File: src/hw/rtl/mfbr_pkg.sv
// Shared types and constants for the MSB-first bit field reader.
`default_nettype none

package mfbr_pkg;

    localparam int BUFFER_BITS_DEFAULT    = 64;
    localparam int MAX_FIELD_BITS_DEFAULT = 32;
    localparam int QUEUE_DEPTH            = 2;

    localparam int BYTE_W        = 8;
    localparam int FIELD_LEN_W   = 6;
    localparam int STATUS_W      = 2;
    localparam int FIELD_W       = 32;
    localparam int BITS_HELD_W   = 7;

    localparam logic OP_PUSH = 1'b0;
    localparam logic OP_READ = 1'b1;

    localparam logic [STATUS_W-1:0] STATUS_BYTE_OK  = 2'd0;
    localparam logic [STATUS_W-1:0] STATUS_FIELD_OK = 2'd1;
    localparam logic [STATUS_W-1:0] STATUS_FULL     = 2'd2;
    localparam logic [STATUS_W-1:0] STATUS_SHORT    = 2'd3;

    typedef struct packed {
        logic                   op;
        logic [BYTE_W-1:0]      data_byte;
        logic [FIELD_LEN_W-1:0] field_length;
    } in_item_t;

    typedef struct packed {
        logic [STATUS_W-1:0]    status;
        logic [FIELD_W-1:0]     field_value;
        logic [BITS_HELD_W-1:0] bits_held;
    } out_item_t;

    typedef enum logic [1:0] {
        CMD_PUSH,
        CMD_READ,
        CMD_READ_NONE
    } cmd_kind_t;

    typedef struct packed {
        cmd_kind_t              kind;
        logic [BYTE_W-1:0]      data_byte;
        logic [FIELD_LEN_W-1:0] field_length;
    } cmd_t;

endpackage

`default_nettype wire

File: src/hw/rtl/msb_first_bit_field_reader.sv
// Top level of the MSB-first bit field reader: front end, command queue and back end.
//
// Usage: each input item either pushes data_byte (op 0) onto the end of the bit
// buffer or reads the oldest field_length bits (op 1), most significant bit first.
// Every input item yields exactly one result item carrying a status, the extracted
// field value and the number of bits left in the buffer.
// Both channels use a valid/ready handshake. An item accepted at the input is
// written into the command queue, then executed into the result register, from
// which its result item can be taken.
// Throughput is one item per cycle while the receiver keeps taking results, set by
// the shift and mask step on the bit buffer in the back end.
// A two-entry command queue sits between front and back end; when the receiver
// stalls, the result register holds its item, the queue fills, and in_ready drops
// once it is full, with three items held in all. No item is lost or repeated.
// Reset empties the queue, clears the bit buffer and bit count, and drops out_valid.
`default_nettype none

module msb_first_bit_field_reader #(
    parameter int BUFFER_BITS    = mfbr_pkg::BUFFER_BITS_DEFAULT,
    parameter int MAX_FIELD_BITS = mfbr_pkg::MAX_FIELD_BITS_DEFAULT
) (
    input  var logic                clk,
    input  var logic                rst_n,
    input  var logic                in_valid,
    output var logic                in_ready,
    input  var mfbr_pkg::in_item_t  in_data,
    output var logic                out_valid,
    input  var logic                out_ready,
    output var mfbr_pkg::out_item_t out_data
);

    mfbr_pkg::cmd_t front_cmd;
    mfbr_pkg::cmd_t queue_cmd;
    logic           queue_valid;
    logic           queue_ready;

    mfbr_front #(
        .MAX_FIELD_BITS(MAX_FIELD_BITS)
    ) u_front (
        .item(in_data),
        .cmd (front_cmd)
    );

    mfbr_cmd_queue u_queue (
        .clk     (clk),
        .rst_n   (rst_n),
        .wr_valid(in_valid),
        .wr_ready(in_ready),
        .wr_cmd  (front_cmd),
        .rd_valid(queue_valid),
        .rd_ready(queue_ready),
        .rd_cmd  (queue_cmd)
    );

    mfbr_back #(
        .BUFFER_BITS(BUFFER_BITS)
    ) u_back (
        .clk      (clk),
        .rst_n    (rst_n),
        .cmd_valid(queue_valid),
        .cmd_ready(queue_ready),
        .cmd      (queue_cmd),
        .out_valid(out_valid),
        .out_ready(out_ready),
        .out_data (out_data)
    );

endmodule

`default_nettype wire

File: src/hw/rtl/mfbr_front.sv
// Front end: decodes each input item into a command and saturates the field length.
`default_nettype none

module mfbr_front #(
    parameter int MAX_FIELD_BITS = mfbr_pkg::MAX_FIELD_BITS_DEFAULT
) (
    input  var mfbr_pkg::in_item_t item,
    output var mfbr_pkg::cmd_t     cmd
);

    localparam logic [mfbr_pkg::FIELD_LEN_W-1:0] MAX_LEN =
        mfbr_pkg::FIELD_LEN_W'(MAX_FIELD_BITS);

    logic [mfbr_pkg::FIELD_LEN_W-1:0] len_sat;

    always_comb
    begin
        len_sat = (item.field_length > MAX_LEN) ? MAX_LEN : item.field_length;
        cmd.data_byte    = item.data_byte;
        cmd.field_length = len_sat;
        unique case (item.op)
            mfbr_pkg::OP_PUSH:
            begin
                cmd.kind = mfbr_pkg::CMD_PUSH;
            end
            default:
            begin
                cmd.kind = (len_sat == '0) ? mfbr_pkg::CMD_READ_NONE : mfbr_pkg::CMD_READ;
            end
        endcase
    end

endmodule

`default_nettype wire

File: src/hw/rtl/mfbr_cmd_queue.sv
// Short command queue between the front end and the execution back end.
`default_nettype none

module mfbr_cmd_queue (
    input  var logic           clk,
    input  var logic           rst_n,
    input  var logic           wr_valid,
    output var logic           wr_ready,
    input  var mfbr_pkg::cmd_t wr_cmd,
    output var logic           rd_valid,
    input  var logic           rd_ready,
    output var mfbr_pkg::cmd_t rd_cmd
);

    localparam int DEPTH = mfbr_pkg::QUEUE_DEPTH;
    localparam int PTR_W = (DEPTH > 1) ? $clog2(DEPTH) : 1;
    localparam int CNT_W = $clog2(DEPTH + 1);
    localparam logic [PTR_W-1:0] LAST_PTR = PTR_W'(DEPTH - 1);
    localparam logic [CNT_W-1:0] FULL_CNT = CNT_W'(DEPTH);

    mfbr_pkg::cmd_t   mem [DEPTH];
    logic [PTR_W-1:0] wr_ptr_reg;
    logic [PTR_W-1:0] wr_ptr_next;
    logic [PTR_W-1:0] rd_ptr_reg;
    logic [PTR_W-1:0] rd_ptr_next;
    logic [CNT_W-1:0] count_reg;
    logic [CNT_W-1:0] count_next;
    logic             do_wr;
    logic             do_rd;

    assign wr_ready = (count_reg != FULL_CNT);
    assign rd_valid = (count_reg != '0);
    assign rd_cmd   = mem[rd_ptr_reg];
    assign do_wr    = wr_valid && wr_ready;
    assign do_rd    = rd_valid && rd_ready;

    always_comb
    begin
        wr_ptr_next = wr_ptr_reg;
        rd_ptr_next = rd_ptr_reg;
        count_next  = count_reg;
        if (do_wr)
        begin
            wr_ptr_next = (wr_ptr_reg == LAST_PTR) ? '0 : wr_ptr_reg + 1'b1;
        end
        if (do_rd)
        begin
            rd_ptr_next = (rd_ptr_reg == LAST_PTR) ? '0 : rd_ptr_reg + 1'b1;
        end
        if (do_wr && !do_rd)
        begin
            count_next = count_reg + 1'b1;
        end
        else if (do_rd && !do_wr)
        begin
            count_next = count_reg - 1'b1;
        end
    end

    always_ff @(posedge clk)
    begin
        if (do_wr)
        begin
            mem[wr_ptr_reg] <= wr_cmd;
        end
    end

    always_ff @(posedge clk or negedge rst_n)
    begin
        if (!rst_n)
        begin
            wr_ptr_reg <= '0;
            rd_ptr_reg <= '0;
            count_reg  <= '0;
        end
        else
        begin
            wr_ptr_reg <= wr_ptr_next;
            rd_ptr_reg <= rd_ptr_next;
            count_reg  <= count_next;
        end
    end

endmodule

`default_nettype wire

File: src/hw/rtl/mfbr_back.sv
// Back end: holds the bit buffer, executes commands and registers each result item.
`default_nettype none

module mfbr_back #(
    parameter int BUFFER_BITS = mfbr_pkg::BUFFER_BITS_DEFAULT
) (
    input  var logic                clk,
    input  var logic                rst_n,
    input  var logic                cmd_valid,
    output var logic                cmd_ready,
    input  var mfbr_pkg::cmd_t      cmd,
    output var logic                out_valid,
    input  var logic                out_ready,
    output var mfbr_pkg::out_item_t out_data
);

    localparam int CNT_W = $clog2(BUFFER_BITS + 1);
    localparam int SUM_W = CNT_W + 1;
    localparam int FW    = mfbr_pkg::FIELD_W;
    localparam int BW    = mfbr_pkg::BYTE_W;

    logic [BUFFER_BITS-1:0] buffer_reg;
    logic [BUFFER_BITS-1:0] buffer_next;
    logic [CNT_W-1:0]       count_reg;
    logic [CNT_W-1:0]       count_next;
    logic                   out_valid_reg;
    logic                   out_valid_next;
    mfbr_pkg::out_item_t    out_data_reg;
    mfbr_pkg::out_item_t    out_data_next;

    logic                   fire;
    logic [CNT_W-1:0]       len;
    logic [CNT_W-1:0]       rest;
    logic [BUFFER_BITS-1:0] shifted;
    logic [FW-1:0]          value_mask;
    logic [FW-1:0]          value;
    logic [mfbr_pkg::STATUS_W-1:0] status;

    assign fire      = cmd_valid && (!out_valid_reg || out_ready);
    assign cmd_ready = !out_valid_reg || out_ready;
    assign out_valid = out_valid_reg;
    assign out_data  = out_data_reg;

    always_comb
    begin
        len        = CNT_W'(cmd.field_length);
        rest       = count_reg - len;
        shifted    = buffer_reg >> rest;
        value_mask = ~({FW{1'b1}} << cmd.field_length);
        value      = '0;
        buffer_next = buffer_reg;
        count_next  = count_reg;
        unique case (cmd.kind)
            mfbr_pkg::CMD_PUSH:
            begin
                if ((SUM_W'(count_reg) + SUM_W'(BW)) > SUM_W'(BUFFER_BITS))
                begin
                    status = mfbr_pkg::STATUS_FULL;
                end
                else
                begin
                    status      = mfbr_pkg::STATUS_BYTE_OK;
                    buffer_next = {buffer_reg[BUFFER_BITS-BW-1:0], cmd.data_byte};
                    count_next  = count_reg + CNT_W'(BW);
                end
            end
            mfbr_pkg::CMD_READ:
            begin
                if (len > count_reg)
                begin
                    status = mfbr_pkg::STATUS_SHORT;
                end
                else
                begin
                    status      = mfbr_pkg::STATUS_FIELD_OK;
                    value       = shifted[FW-1:0] & value_mask;
                    count_next  = rest;
                    buffer_next = buffer_reg & ~({BUFFER_BITS{1'b1}} << rest);
                end
            end
            default:
            begin
                status = mfbr_pkg::STATUS_FIELD_OK;
            end
        endcase

        out_valid_next = out_valid_reg;
        out_data_next  = out_data_reg;
        if (fire)
        begin
            out_valid_next            = 1'b1;
            out_data_next.status      = status;
            out_data_next.field_value = value;
            out_data_next.bits_held   = mfbr_pkg::BITS_HELD_W'(count_next);
        end
        else if (out_ready)
        begin
            out_valid_next = 1'b0;
        end
    end

    always_ff @(posedge clk or negedge rst_n)
    begin
        if (!rst_n)
        begin
            buffer_reg    <= '0;
            count_reg     <= '0;
            out_valid_reg <= 1'b0;
        end
        else
        begin
            if (fire)
            begin
                buffer_reg <= buffer_next;
                count_reg  <= count_next;
            end
            out_valid_reg <= out_valid_next;
        end
    end

    always_ff @(posedge clk)
    begin
        out_data_reg <= out_data_next;
    end

    a_count_in_range: assert property (@(posedge clk) disable iff (!rst_n)
        count_reg <= CNT_W'(BUFFER_BITS))
        else $error("bit count exceeds buffer size");

    a_stale_bits_clear: assert property (@(posedge clk) disable iff (!rst_n)
        (buffer_reg >> count_reg) == '0)
        else $error("buffer holds bits above the bit count");

    a_value_zero: assert property (@(posedge clk) disable iff (!rst_n)
        out_valid_reg && (out_data_reg.status != mfbr_pkg::STATUS_FIELD_OK)
        |-> out_data_reg.field_value == '0)
        else $error("field value nonzero without a valid field");

    a_count_tracks: assert property (@(posedge clk) disable iff (!rst_n)
        fire |=> out_data_reg.bits_held == mfbr_pkg::BITS_HELD_W'(count_reg))
        else $error("reported bits held differs from the bit count");

endmodule

`default_nettype wire

File: config.mk
export PLATFORM = sky130hd
export DESIGN_NAME = msb_first_bit_field_reader
export DESIGN_NICKNAME = d
export VERILOG_FILES = /design/src/hw/rtl/mfbr_pkg.sv /design/src/hw/rtl/msb_first_bit_field_reader.sv /design/src/hw/rtl/mfbr_front.sv /design/src/hw/rtl/mfbr_cmd_queue.sv /design/src/hw/rtl/mfbr_back.sv
export SDC_FILE = /design/constraint.sdc
export NUM_CORES = 1
export LEC_CHECK = 0
export BUFFER_PORTS_ARGS = -buffer_cell sky130_fd_sc_hd__buf_2
export CORE_ASPECT_RATIO = 0.5
export CORE_MARGIN = 5
export CORE_UTILIZATION = 35
export DETAILED_ROUTE_END_ITERATION = 8
export SLEW_MARGIN = 20
export SYNTH_ARGS = -nofsm -noshare
export SYNTH_HDL_FRONTEND = slang
export SYNTH_SLANG_ARGS = --single-unit
File: constraint.sdc
create_clock -name clk -period 7.45 [get_ports clk]
set_input_delay 1.8625 -clock clk [delete_from_list [all_inputs] [get_ports clk]]
set_output_delay 1.8625 -clock clk [all_outputs]
set_load 0.01 [all_outputs]
==> out/qor.csv <==
stage,metric,value,unit
outcome,outcome,"finished, final reports clean",
drt,drtAntennaViolNets,0,
synth,ys_seq_elements,149,
die,coreArea,0.0306,mm²
global_routing,grt_overflow,0,
timing,setup_viol,0,
final_layout,fin_nets,1190,
timing,fin_crit,5.19,ns
clocking,ctsLongestPathBuffers,2,
placement,port_buffers,61,
clocking,clk_pin_slew_worst_paths,0.06,ns
setup_path,crit_type,reg -> reg,
timing,rsz0062_at_grt,no,
final_layout,final_util,0.399,
clocking,cts_tree,done,
synth,yosys.area.top_type,edfxtp_1,
min_path,hp-class,reg -> reg,
final_layout,largest_reg_flops,64,
synth,synth_ff_type,dfrtp_1,
drt,dr_total_vias,9585,
clocking,postCtsHoldBufs,0,
setup_path,endpoint_kind,flop,
die,num_rows,45,
global_routing,grt_max_degree,77,
synth,syn_nets,1178,
clocking,clk_latency,0.45,ns
clocking,cts.sinks,149,
synth,synthesis.area,0.0110,mm²
placement,place_hpwl,26800,µm
final_layout,area_delta_synth_final,11.3,%
drt,drt_iter0_drc,1293,
setup_path,startpoint_type,flop,
clocking,cts_resized,0,
die,die-area,0.0352,mm²
timing,post-route-period-util,0.697,
timing,fin_setup_tns,0,ns
clocking,clock-root-buffer,clkbuf_16,
final_layout,layout_commonest_cell,nand2_1,
flow_run,cap_violations,0,
synth,avgSynthCellArea,9.60,µm²
die,initial_core_util,0.359,
final_layout,diodes,0,
global_routing,grt_usage,0.208,
setup_path,arrival,5.31,ns
drt,avgRoutedWirePerCell,23.1,µm
die,die_h,135,µm
synth,syn_inst,1145,
global_routing,grt_pass1_vias,9216,
final_layout,final_cell_mix,"nand2_1, nor2_1, mux2i_1",
die,ios,62,
timing,relSlewSlack,0.332,
clocking,h-tree-depth,4,
drt,viasPerCell,6.02,
clocking,numCtsBuffers,17,
drt,drt_first_pass_iters,6,
timing,clock-skew-final,0.0149,ns
global_routing,grt_pass1_wl,56700,µm
synth,ys_seq_area_frac,0.373,
timing,max_freq,193,MHz
placement,routabilityCongestion,0.927,
timing,drv_slew,0,
clocking,post_cts_buffers,0,
timing,max_slew.worst_pin.slew,1.00,ns
synth,async_flop_share,0.510,
drt,route.detailed.drc,0,
synth,synthTopCellsByArea,"edfxtp_1, dfrtp_1, mux2i_1, mux4_2, nand2_1",
global_routing,grt_antenna_before_repair,0,
setup_path,cp_max_fo,41,
synth,ys_types,72,
synth,yosys_warnings,0,
synth,synth_top_area_share,0.200,
final_layout,drive_gt1_frac,0.185,
die,die_width,261,µm
synth,synth_edf_count,73,
timing,hold_viol_final,0,
setup_path,worst_ep_required_time,7.56,ns
drt,drt_wl_total,36800,µm
-- path summary, 6_finish.rpt --
check,from,to,slack [ns],depth (start not counted)
hold / removal,u_queue.wr_ptr_reg,u_queue.wr_ptr_reg,0.51,1
setup reg to reg,u_queue.rd_ptr_reg,u_back.out_data[29],2.26,13
hold reg to reg,u_queue.wr_ptr_reg,u_queue.wr_ptr_reg,0.51,1
setup / recovery,u_queue.rd_ptr_reg,u_back.out_data[29],2.26,13
min in group asynchronous,rst_n,u_back.buffer_reg[54],1.48,1
max in group asynchronous,rst_n,u_back.buffer_reg[4],5.46,1
-- cell type report --
cell class	instances	area, µm²
Clock buffer	17	425
Timing Repair Buffer	81	462
Inverter	17	63.8
Tap cell	423	529
Fill cell	3046	18400
Clock inverter	15	143
Sequential cell	149	4090
Multi-Input combinational cell	891	6510
-- cell usage after synthesis (all sizes together), types with 2 or more instances --
master,instances
o21a,5
o21ai,92
nor3,47
ha,12
a22oi,2
o22ai,4
a21oi,57
nand3,20
fa,2
buf,57
inv,16
xor2,7
or2,2
clkbuf,31
and2,6
mux2i,104
dfrtp,76
a311oi,6
a211oi,15
a21o,2
o31a,3
or3,3
edfxtp,73
and3,4
a2111oi,5
a221oi,13
o221ai,4
nor2,115
a22o,28
a211o,7
a31oi,7
or3b,2
o211a,2
nand2,164
nor3b,2
xnor2,9
mux4,42
nor4,11
nand2b,13
nor2b,11
o31ai,11
o211ai,16
a32oi,2
mux2,25
-- metal layers --
layer | wire (µm) | track usage | vias to the layer above
li1 | - | - | 4301
met1 | 16200 | 0.296 | 4753
met2 | 16500 | 0.321 | 477
met3 | 3160 | 0.0425 | 54
met4 | 931 | 0.0633 | 0
met5 | 0 | 0 | -
-- worst max-delay path, stage by stage (launching register included) --
cell and delay (ns):
dfrtp_1 0.32, buf_4 0.37, nor2b_1 0.15, a21oi_1 0.20, inv_1 0.13, ha_1 0.26, fa_4 1.27, mux2_2 0.29
mux2i_1 0.09, o21ai_0 0.48, mux2i_1 0.18, nor2_1 0.13, a311oi_1 0.09, a2111oi_0 0.85
-- stage by stage --
step,hold slack (ns),cells,cell area (µm²),worst slack [ns]
floorplan,0.460,1145,11000,2.87
global placement,0.482,1561,11600,2.46
detailed placement,0.500,1561,11600,2.27
CTS,0.521,1593,12200,2.35
global route,0.535,1593,12200,2.08
finish,0.514,1593,12200,2.26
-- cell families after synthesis --
kind of cell             share of synthesized area
AO/OA/AOI/OAI                                0.180
XOR/XNOR                                    0.0141
adder cells (fa/ha/maj)                     0.0173
buffers and inverters                       0.0466
flip-flops                                   0.373
multiplexers                                 0.206
AND/OR/NAND/NOR                              0.163
Power is not shown: default switching activity piles up to over one toggle a cycle in this logic, so the estimate is an artifact.
